File: src/rtl/gse_pkg.sv
package gse_pkg;

    // Frame layout
    localparam int unsigned FrameLen    = 416;
    localparam int unsigned SectorBytes = 256;
    localparam int unsigned AuxCount    = 86;
    localparam int unsigned DataStart   = 54;
    localparam int unsigned UpperStart  = DataStart + AuxCount;
    localparam int unsigned CheckPos    = UpperStart + SectorBytes;
    localparam int unsigned AuxThirdEnd = DataStart + SectorBytes - 2 * AuxCount;

    localparam logic [7:0] SyncByte  = 8'hFF;
    localparam logic [7:0] MarkD5    = 8'hD5;
    localparam logic [7:0] MarkAA    = 8'hAA;
    localparam logic [7:0] Mark96    = 8'h96;
    localparam logic [7:0] MarkAD    = 8'hAD;
    localparam logic [7:0] MarkDE    = 8'hDE;
    localparam logic [7:0] MarkEB    = 8'hEB;
    localparam logic [7:0] Mask55    = 8'h55;
    localparam logic [5:0] Mask3F    = 6'h3F;
    localparam logic [7:0] VolumeRst = 8'd254;

    // Memory address bias added to the low byte of the frame index
    localparam logic [7:0] BiasAux0  = 8'(SectorBytes - DataStart);
    localparam logic [7:0] BiasAux1  = 8'(AuxCount - DataStart);
    localparam logic [7:0] BiasAux2  = 8'(2 * AuxCount - DataStart);
    localparam logic [7:0] BiasUpper = 8'(SectorBytes - UpperStart);

    // Microprogram step addresses
    typedef enum logic [3:0] {
        S_IDLE  = 4'd0,
        S_LOAD  = 4'd1,
        S_PULL  = 4'd2,
        S_NRDY  = 4'd3,
        S_CONST = 4'd4,
        S_AUX0  = 4'd5,
        S_AUX1  = 4'd6,
        S_AUX2  = 4'd7,
        S_AUX3  = 4'd8,
        S_CHAIN = 4'd9,
        S_UP0   = 4'd10,
        S_UP1   = 4'd11
    } step_t;

    typedef enum logic [1:0] {
        JMP_GOTO,
        JMP_ACCEPT,
        JMP_PULL
    } jmp_t;

    typedef enum logic [1:0] {
        ADDR_AUX0,
        ADDR_AUX1,
        ADDR_AUX2,
        ADDR_UPPER
    } addr_sel_t;

    typedef enum logic [2:0] {
        ACC_NONE,
        ACC_SW0,
        ACC_SW1,
        ACC_SW2,
        ACC_UPPER
    } acc_op_t;

    typedef enum logic [2:0] {
        DP_NONE,
        DP_CAPTURE,
        DP_STORE,
        DP_NOT_READY,
        DP_EMIT_CONST,
        DP_EMIT_CHAIN
    } dp_op_t;

    typedef enum logic [1:0] {
        REG_CONST,
        REG_AUX,
        REG_UPPER
    } region_t;

    typedef struct packed {
        jmp_t      jmp;
        step_t     target;
        addr_sel_t addr;
        acc_op_t   acc;
        dp_op_t    dp;
    } ctrl_t;

    typedef struct packed {
        logic    loaded;
        region_t region;
    } dp_status_t;

    // Control store
    function automatic ctrl_t ucode(step_t s);
        ctrl_t w;
        w = '{jmp: JMP_GOTO, target: S_IDLE, addr: ADDR_AUX0, acc: ACC_NONE, dp: DP_NONE};
        case (s)
            S_IDLE:
            begin
                w.jmp = JMP_ACCEPT;
                w.dp  = DP_CAPTURE;
            end
            S_LOAD:
            begin
                w.dp = DP_STORE;
            end
            S_PULL:
            begin
                w.jmp = JMP_PULL;
            end
            S_NRDY:
            begin
                w.dp = DP_NOT_READY;
            end
            S_CONST:
            begin
                w.dp = DP_EMIT_CONST;
            end
            S_AUX0:
            begin
                w.target = S_AUX1;
                w.addr   = ADDR_AUX0;
            end
            S_AUX1:
            begin
                w.target = S_AUX2;
                w.addr   = ADDR_AUX1;
                w.acc    = ACC_SW0;
            end
            S_AUX2:
            begin
                w.target = S_AUX3;
                w.addr   = ADDR_AUX2;
                w.acc    = ACC_SW1;
            end
            S_AUX3:
            begin
                w.target = S_CHAIN;
                w.acc    = ACC_SW2;
            end
            S_CHAIN:
            begin
                w.dp = DP_EMIT_CHAIN;
            end
            S_UP0:
            begin
                w.target = S_UP1;
                w.addr   = ADDR_UPPER;
            end
            S_UP1:
            begin
                w.target = S_CHAIN;
                w.acc    = ACC_UPPER;
            end
            default:
            begin
                w.target = S_IDLE;
            end
        endcase
        return w;
    endfunction

    function automatic logic [7:0] gcr_code(logic [5:0] v);
        logic [7:0] r;
        case (v)
            6'd0:  r = 8'h96; 6'd1:  r = 8'h97; 6'd2:  r = 8'h9A; 6'd3:  r = 8'h9B;
            6'd4:  r = 8'h9D; 6'd5:  r = 8'h9E; 6'd6:  r = 8'h9F; 6'd7:  r = 8'hA6;
            6'd8:  r = 8'hA7; 6'd9:  r = 8'hAB; 6'd10: r = 8'hAC; 6'd11: r = 8'hAD;
            6'd12: r = 8'hAE; 6'd13: r = 8'hAF; 6'd14: r = 8'hB2; 6'd15: r = 8'hB3;
            6'd16: r = 8'hB4; 6'd17: r = 8'hB5; 6'd18: r = 8'hB6; 6'd19: r = 8'hB7;
            6'd20: r = 8'hB9; 6'd21: r = 8'hBA; 6'd22: r = 8'hBB; 6'd23: r = 8'hBC;
            6'd24: r = 8'hBD; 6'd25: r = 8'hBE; 6'd26: r = 8'hBF; 6'd27: r = 8'hCB;
            6'd28: r = 8'hCD; 6'd29: r = 8'hCE; 6'd30: r = 8'hCF; 6'd31: r = 8'hD3;
            6'd32: r = 8'hD6; 6'd33: r = 8'hD7; 6'd34: r = 8'hD9; 6'd35: r = 8'hDA;
            6'd36: r = 8'hDB; 6'd37: r = 8'hDC; 6'd38: r = 8'hDD; 6'd39: r = 8'hDE;
            6'd40: r = 8'hDF; 6'd41: r = 8'hE5; 6'd42: r = 8'hE6; 6'd43: r = 8'hE7;
            6'd44: r = 8'hE9; 6'd45: r = 8'hEA; 6'd46: r = 8'hEB; 6'd47: r = 8'hEC;
            6'd48: r = 8'hED; 6'd49: r = 8'hEE; 6'd50: r = 8'hEF; 6'd51: r = 8'hF2;
            6'd52: r = 8'hF3; 6'd53: r = 8'hF4; 6'd54: r = 8'hF5; 6'd55: r = 8'hF6;
            6'd56: r = 8'hF7; 6'd57: r = 8'hF9; 6'd58: r = 8'hFA; 6'd59: r = 8'hFB;
            6'd60: r = 8'hFC; 6'd61: r = 8'hFD; 6'd62: r = 8'hFE; 6'd63: r = 8'hFF;
            default: r = 8'hFF;
        endcase
        return r;
    endfunction

    function automatic logic [7:0] code44(logic [7:0] v, logic hi);
        return hi ? (((v >> 1) & Mask55) | MarkAA) : ((v & Mask55) | MarkAA);
    endfunction

    function automatic logic [1:0] swap2(logic [7:0] b);
        return {b[0], b[1]};
    endfunction

    // Every frame byte that is not a chained data value
    function automatic logic [7:0] frame_const(logic [8:0] idx, logic [7:0] vol,
                                               logic [7:0] trk, logic [3:0] sec,
                                               logic [5:0] chain);
        logic [7:0] sec8;
        logic [7:0] sum;
        logic [7:0] r;
        sec8 = {4'd0, sec};
        sum  = vol ^ trk ^ sec8;
        if (idx < 9'd29)                     r = SyncByte;
        else if (idx == 9'd29)               r = MarkD5;
        else if (idx == 9'd30)               r = MarkAA;
        else if (idx == 9'd31)               r = Mark96;
        else if (idx < 9'd34)                r = code44(vol, idx == 9'd32);
        else if (idx < 9'd36)                r = code44(trk, idx == 9'd34);
        else if (idx < 9'd38)                r = code44(sec8, idx == 9'd36);
        else if (idx < 9'd40)                r = code44(sum, idx == 9'd38);
        else if (idx == 9'd40)               r = MarkDE;
        else if (idx == 9'd41)               r = MarkAA;
        else if (idx == 9'd42)               r = MarkEB;
        else if (idx < 9'd51)                r = SyncByte;
        else if (idx == 9'd51)               r = MarkD5;
        else if (idx == 9'd52)               r = MarkAA;
        else if (idx == 9'd53)               r = MarkAD;
        else if (idx == 9'(CheckPos))        r = gcr_code(chain);
        else if (idx == 9'(CheckPos + 1))    r = MarkDE;
        else if (idx == 9'(CheckPos + 2))    r = MarkAA;
        else if (idx == 9'(CheckPos + 3))    r = MarkEB;
        else                                 r = SyncByte;
        return r;
    endfunction

endpackage

File: src/rtl/gcr_six_and_two_sector_encoder_core.sv
// Six-and-two GCR sector frame encoder; one request at a time, start taken while busy is low.
// Load request: no result. Pull request: result strobed on done in the cycle after the emit step,
// which follows the dispatch directly for header/sync/checksum bytes and not-ready; auxiliary values
// first take three reads of the sector RAM read port, upper values one. Results cannot be stalled.
// Reset (async, rst_n low) clears the step counter, counts, chain, latched header and sets
// volume to 254; the sector RAM is not cleared and its data is used only after a full sector load.
module gcr_six_and_two_sector_encoder_core (
    input  logic       clk,
    input  logic       rst_n,

    // request channel
    input  logic       start,
    output logic       busy,
    input  logic       action,
    input  logic [7:0] data_byte,
    input  logic [7:0] track,
    input  logic [3:0] sector,

    // volume register write
    input  logic       volume_we,
    input  logic [7:0] volume_wdata,

    // result channel, one-cycle strobe
    output logic       done,
    output logic [7:0] nibble,
    output logic       last_of_sector,
    output logic       status
);

    // Control word from the microprogram ROM, status flags back for the jumps
    gse_pkg::ctrl_t      ctrl;
    gse_pkg::dp_status_t stat;

    // Step counter + control store. Step 0 dispatches a request by action;
    // the pull step dispatches again on load state and frame region.
    gse_useq u_useq (
        .clk    (clk),
        .rst_n  (rst_n),
        .start  (start),
        .action (action),
        .stat   (stat),
        .ctrl   (ctrl),
        .busy   (busy)
    );

    // Sector RAM, counters, XOR chain, GCR/4-and-4 coding and result registers
    gse_datapath u_dp (
        .clk            (clk),
        .rst_n          (rst_n),
        .ctrl           (ctrl),
        .start          (start),
        .data_byte      (data_byte),
        .track          (track),
        .sector         (sector),
        .volume_we      (volume_we),
        .volume_wdata   (volume_wdata),
        .stat           (stat),
        .done           (done),
        .nibble         (nibble),
        .last_of_sector (last_of_sector),
        .status         (status)
    );

endmodule

File: src/rtl/gse_useq.sv
module gse_useq (
    input  logic                clk,
    input  logic                rst_n,
    input  logic                start,
    input  logic                action,
    input  gse_pkg::dp_status_t stat,
    output gse_pkg::ctrl_t      ctrl,
    output logic                busy
);

    gse_pkg::step_t step_reg;
    gse_pkg::step_t step_next;

    always_ff @(posedge clk or negedge rst_n)
    begin
        if (!rst_n)
        begin
            step_reg <= gse_pkg::S_IDLE;
        end
        else
        begin
            step_reg <= step_next;
        end
    end

    always_comb
    begin
        ctrl      = gse_pkg::ucode(step_reg);
        busy      = (step_reg != gse_pkg::S_IDLE);
        step_next = ctrl.target;
        case (ctrl.jmp)
            gse_pkg::JMP_ACCEPT:
            begin
                if (start)
                begin
                    step_next = action ? gse_pkg::S_PULL : gse_pkg::S_LOAD;
                end
            end
            gse_pkg::JMP_PULL:
            begin
                if (!stat.loaded)
                begin
                    step_next = gse_pkg::S_NRDY;
                end
                else
                begin
                    case (stat.region)
                        gse_pkg::REG_AUX:   step_next = gse_pkg::S_AUX0;
                        gse_pkg::REG_UPPER: step_next = gse_pkg::S_UP0;
                        default:            step_next = gse_pkg::S_CONST;
                    endcase
                end
            end
            default:
            begin
                step_next = ctrl.target;
            end
        endcase
    end

endmodule

File: src/rtl/gse_datapath.sv
module gse_datapath (
    input  logic                clk,
    input  logic                rst_n,
    input  gse_pkg::ctrl_t      ctrl,
    input  logic                start,
    input  logic [7:0]          data_byte,
    input  logic [7:0]          track,
    input  logic [3:0]          sector,
    input  logic                volume_we,
    input  logic [7:0]          volume_wdata,
    output gse_pkg::dp_status_t stat,
    output logic                done,
    output logic [7:0]          nibble,
    output logic                last_of_sector,
    output logic                status
);

    logic [7:0] mem [gse_pkg::SectorBytes];
    logic [7:0] rdata_reg;
    logic [7:0] rd_addr;
    logic [7:0] bias;

    logic [7:0] volume_reg;
    logic [8:0] load_count_reg, load_count_next;
    logic [8:0] emit_index_reg, emit_index_next;
    logic [5:0] chain_reg, chain_next;
    logic [7:0] track_reg, track_next;
    logic [3:0] sector_reg, sector_next;
    logic       done_reg, done_next;

    logic [7:0] in_data_reg;
    logic [7:0] in_track_reg;
    logic [3:0] in_sector_reg;
    logic [5:0] acc_reg, acc_next;
    logic [7:0] nibble_reg, nibble_next;
    logic       last_reg, last_next;
    logic       status_reg, status_next;

    logic       emit;
    logic       is_last;
    logic       mem_we;

    always_comb
    begin
        case (ctrl.addr)
            gse_pkg::ADDR_AUX1:  bias = gse_pkg::BiasAux1;
            gse_pkg::ADDR_AUX2:  bias = gse_pkg::BiasAux2;
            gse_pkg::ADDR_UPPER: bias = gse_pkg::BiasUpper;
            default:             bias = gse_pkg::BiasAux0;
        endcase
        rd_addr = emit_index_reg[7:0] + bias;
    end

    assign mem_we = (ctrl.dp == gse_pkg::DP_STORE) && !load_count_reg[8];

    // Sector store: one write, one registered read
    always_ff @(posedge clk)
    begin
        if (mem_we)
        begin
            mem[load_count_reg[7:0]] <= in_data_reg;
        end
        rdata_reg <= mem[rd_addr];
    end

    always_comb
    begin
        stat.loaded = load_count_reg[8];
        if (emit_index_reg < 9'(gse_pkg::DataStart) || emit_index_reg >= 9'(gse_pkg::CheckPos))
        begin
            stat.region = gse_pkg::REG_CONST;
        end
        else if (emit_index_reg < 9'(gse_pkg::UpperStart))
        begin
            stat.region = gse_pkg::REG_AUX;
        end
        else
        begin
            stat.region = gse_pkg::REG_UPPER;
        end
    end

    // Value accumulator for aux and upper values
    always_comb
    begin
        acc_next = acc_reg;
        case (ctrl.acc)
            gse_pkg::ACC_SW0:   acc_next = {4'd0, gse_pkg::swap2(rdata_reg)};
            gse_pkg::ACC_SW1:   acc_next = acc_reg | {2'd0, gse_pkg::swap2(rdata_reg), 2'd0};
            gse_pkg::ACC_SW2:
            begin
                if (emit_index_reg < 9'(gse_pkg::AuxThirdEnd))
                begin
                    acc_next = acc_reg | {gse_pkg::swap2(rdata_reg), 4'd0};
                end
            end
            gse_pkg::ACC_UPPER: acc_next = rdata_reg[7:2];
            default:            acc_next = acc_reg;
        endcase
    end

    always_comb
    begin
        load_count_next = load_count_reg;
        emit_index_next = emit_index_reg;
        chain_next      = chain_reg;
        track_next      = track_reg;
        sector_next     = sector_reg;
        done_next       = 1'b0;
        nibble_next     = nibble_reg;
        last_next       = last_reg;
        status_next     = status_reg;
        emit            = 1'b0;
        is_last         = (emit_index_reg == 9'(gse_pkg::FrameLen - 1));

        case (ctrl.dp)
            gse_pkg::DP_STORE:
            begin
                if (!load_count_reg[8])
                begin
                    if (load_count_reg == 9'd0)
                    begin
                        track_next  = in_track_reg;
                        sector_next = in_sector_reg;
                    end
                    load_count_next = load_count_reg + 9'd1;
                end
            end
            gse_pkg::DP_NOT_READY:
            begin
                done_next   = 1'b1;
                nibble_next = 8'd0;
                last_next   = 1'b0;
                status_next = 1'b1;
            end
            gse_pkg::DP_EMIT_CONST:
            begin
                emit        = 1'b1;
                nibble_next = gse_pkg::frame_const(emit_index_reg, volume_reg, track_reg,
                                                   sector_reg, chain_reg);
                // data prologue restarts the chain
                if (emit_index_reg >= 9'd51 && emit_index_reg < 9'(gse_pkg::DataStart))
                begin
                    chain_next = 6'd0;
                end
            end
            gse_pkg::DP_EMIT_CHAIN:
            begin
                emit        = 1'b1;
                nibble_next = gse_pkg::gcr_code((chain_reg ^ acc_reg) & gse_pkg::Mask3F);
                chain_next  = acc_reg;
            end
            default:
            begin
                emit = 1'b0;
            end
        endcase

        if (emit)
        begin
            done_next   = 1'b1;
            status_next = 1'b0;
            last_next   = is_last;
            if (is_last)
            begin
                emit_index_next = 9'd0;
                load_count_next = 9'd0;
                chain_next      = 6'd0;
            end
            else
            begin
                emit_index_next = emit_index_reg + 9'd1;
            end
        end
    end

    always_ff @(posedge clk or negedge rst_n)
    begin
        if (!rst_n)
        begin
            volume_reg     <= gse_pkg::VolumeRst;
            load_count_reg <= 9'd0;
            emit_index_reg <= 9'd0;
            chain_reg      <= 6'd0;
            track_reg      <= 8'd0;
            sector_reg     <= 4'd0;
            done_reg       <= 1'b0;
        end
        else
        begin
            if (volume_we)
            begin
                volume_reg <= volume_wdata;
            end
            load_count_reg <= load_count_next;
            emit_index_reg <= emit_index_next;
            chain_reg      <= chain_next;
            track_reg      <= track_next;
            sector_reg     <= sector_next;
            done_reg       <= done_next;
        end
    end

    always_ff @(posedge clk)
    begin
        if (ctrl.dp == gse_pkg::DP_CAPTURE && start)
        begin
            in_data_reg   <= data_byte;
            in_track_reg  <= track;
            in_sector_reg <= sector;
        end
        acc_reg    <= acc_next;
        nibble_reg <= nibble_next;
        last_reg   <= last_next;
        status_reg <= status_next;
    end

    assign done           = done_reg;
    assign nibble         = nibble_reg;
    assign last_of_sector = last_reg;
    assign status         = status_reg;

endmodule

File: config.mk
export PLATFORM = sky130hd
export DESIGN_NAME = gcr_six_and_two_sector_encoder_core
export DESIGN_NICKNAME = d
export VERILOG_FILES = /design/src/rtl/gse_pkg.sv /design/src/rtl/gcr_six_and_two_sector_encoder_core.sv /design/src/rtl/gse_useq.sv /design/src/rtl/gse_datapath.sv
export SDC_FILE = /design/constraint.sdc
export NUM_CORES = 2
export LEC_CHECK = 0
export ABC_AREA = 1
export CAP_MARGIN = 20
export CELL_PAD_IN_SITES_DETAIL_PLACEMENT = 0
export CELL_PAD_IN_SITES_GLOBAL_PLACEMENT = 1
export CORE_MARGIN = 4
export CORE_UTILIZATION = 43
export DETAILED_ROUTE_END_ITERATION = 16
export DONT_BUFFER_PORTS = 1
export PLACE_DENSITY_LB_ADDON = 0.1
export RECOVER_POWER = 100
export SLEW_MARGIN = 40
export SYNTH_ARGS = -nofsm -noshare
export SYNTH_HDL_FRONTEND = slang
export SYNTH_HIERARCHICAL = 1
export SYNTH_SLANG_ARGS = --single-unit
File: constraint.sdc
create_clock -name clk -period 10.56 [get_ports clk]
set_input_delay 0.528 -clock clk [delete_from_list [all_inputs] [get_ports clk]]
set_output_delay 0.528 -clock clk [all_outputs]
set_load 0.05 [all_outputs]
==> impl_metrics.toml <==
[worst_setup_path]
cpLargestDelayFamily = "buffers and inverters"
critPathBufInv = 2
path_max_fanout = 82
required_ns = 10.60
arrival_ns = 7.28
cp_slowest_cell = "clkbuf_1"
worstSetupEndpointType = "flip-flop"
crit_top_cell = "clkbuf_1"
startpoint_type = "flip-flop"
max_stage_delay_ns = 3.04
worstSetupPathType = "reg2reg"
path_cells = "clkbuf_1 -> clkbuf_1"

[global_routing]
grt_max_degree = 201
grt.total_usage = 0.244
grt_pass1_vias = 54700
overflow = 0
antenna_found_initial = 15
grt_pass1_wl_um = 383000

[sta]
worst_pin_slew_ns = 4.83
final.setup.tns_ns = 0
finalHoldViolations = 0
fin_crit_sh = 0.685
rsz0062_at_grt = "false"
whs_ns = 0.294
setup_viol = 0
min_period_ns = 7.23
max_freq_ghz = 0.138
slew-limit-headroom = -2.22
finalMaxSlewViolations = 1678
clock_skew_ns = 0.0299

[floorplan]
fp.dieH_um = 459
fp.dieW_um = 459
start_util = 0.432
die-area_um2 = 210000
io_pins = 45
rows = 165
core-area_um2 = 202000

[yosys]
synth_area_um2 = 87300
syn-num-nets = 7156
yosys_warnings = 6
synth.avg_cell_area_um2 = 12.3
synthCells = 7093

[cts]
cts_tree = "done"
clockBufferDepth = 3
clock_latency_ns = 0.87
clk_pin_slew_ns = 0.06
clkSinkCount = 2141
post_cts_buffers = 0
cts.htree.levels = 4
root_buffer = "clkbuf_16"
cts_buffers = 223

[power]
p_int_mw = 14.4
power_density_nw_per_um2 = 192
p_seq_frac = 0.540
p_clk_frac = 0.407
peakVddDrop_uv = 181
p_leak_nw = 31.2
p_sw_mw = 4.22
pwr-share-comb = 0.053
p_sw_frac = 0.227

[min_path]
hold_class = "in2reg"

[final_layout]
syn_to_final_growth_pct = 11.1
fin_util = 0.480
largest_reg_flops = 2048
layout-drive-gt1-share = 0.0627
finalNetCount = 7015
mostFrequentLayoutCells = "edfxtp_1, nor2_1, o21ai_0, nand2_1, o22ai_1"
final_common_cell = "edfxtp_1"

[routing]
via_count = 56900
wl_per_cell_um = 26.7
drt-initial-drc-count = 5935
drc_errors = 0
firstDrtPassIters = 6
antenna_left = 0
wirelength_um = 261000
routed_via_density = 5.80

[place]
io_buffers = 0
dp_hpwl_um = 143000
gp_congestion = 0.819

[job]
max_cap_violations = 35

[run_status]
violations = "capacitance limit, slew limit"
status = "finished with violations"
-- area by class of cell --
class                   count  area [µm²]
multi-input cells        4335       21000
well taps                2672        3340
flip-flops and latches   2141       64000
fillers                 18000      105000
clock buffers             278        5910
diodes                      4        10.0
repair buffers            134        1240
inverters                 117         473
clock inverters           125        1040
-- repair_timing --
| item | in CTS | in global routing |
|---|---|---|
| endpoints found under the hold margin | 81 | 0 |
| hold buffers | 35 | 0 |
| resized for setup | 0 | 0 |
-- stage by stage --
stage	power, mW	area (µm²)	std cells	setup WS (ns)
after floorplan	10.7	87300	7093	6.51
after global placement	11.1	89700	9354	5.45
after detailed placement	11.2	90000	9359	5.51
after CTS	18.7	97300	9797	5.49
after global routing	19.2	97000	9804	2.81
final	18.6	97000	9806	3.33
-- power by group through the flow --
stage	combinational (mW)	sequential (mW)	clock, mW
floorplan	0.200	10.5	0
global placement	0.956	10.2	0
detailed placement	1.01	10.2	0
CTS	1.03	9.97	7.72
global route	1.07	10.0	8.09
finish	0.985	10.0	7.56
-- worst paths after layout --
kind	cells after the start	start	to	slack, ns
min in group asynchronous	2	rst_n	u_dp/load_count_reg[6]$_DFF_PN0_	1.25
max in group asynchronous	2	rst_n	u_dp/track_reg[6]$_DFFE_PN0P_	7.61
worst max register to register	2	u_dp/in_data_reg[6]$_DFFE_PP_	u_dp/mem[132][6]$_DFFE_PP_	3.33
worst min register to register	2	u_dp/in_track_reg[1]$_DFFE_PP_	u_dp/track_reg[1]$_DFFE_PN0P_	0.45
worst min-delay path	1	track[4]	u_dp/in_track_reg[4]$_DFFE_PP_	0.29
worst max-delay path	2	u_dp/in_data_reg[6]$_DFFE_PP_	u_dp/mem[132][6]$_DFFE_PP_	3.33
-- per-layer routing --
| layer | up-vias | global-route usage | part of all wire |
|---|---|---|---|
| met5 | - | 0 | 0.000050 |
| met4 | 2 | 0.0628 | 0.023 |
| met3 | 329 | 0.0396 | 0.070 |
| met2 | 1900 | 0.388 | 0.47 |
| met1 | 28800 | 0.353 | 0.44 |
| li1 | 25800 | - | - |
(Power assumes the default switching activity.)
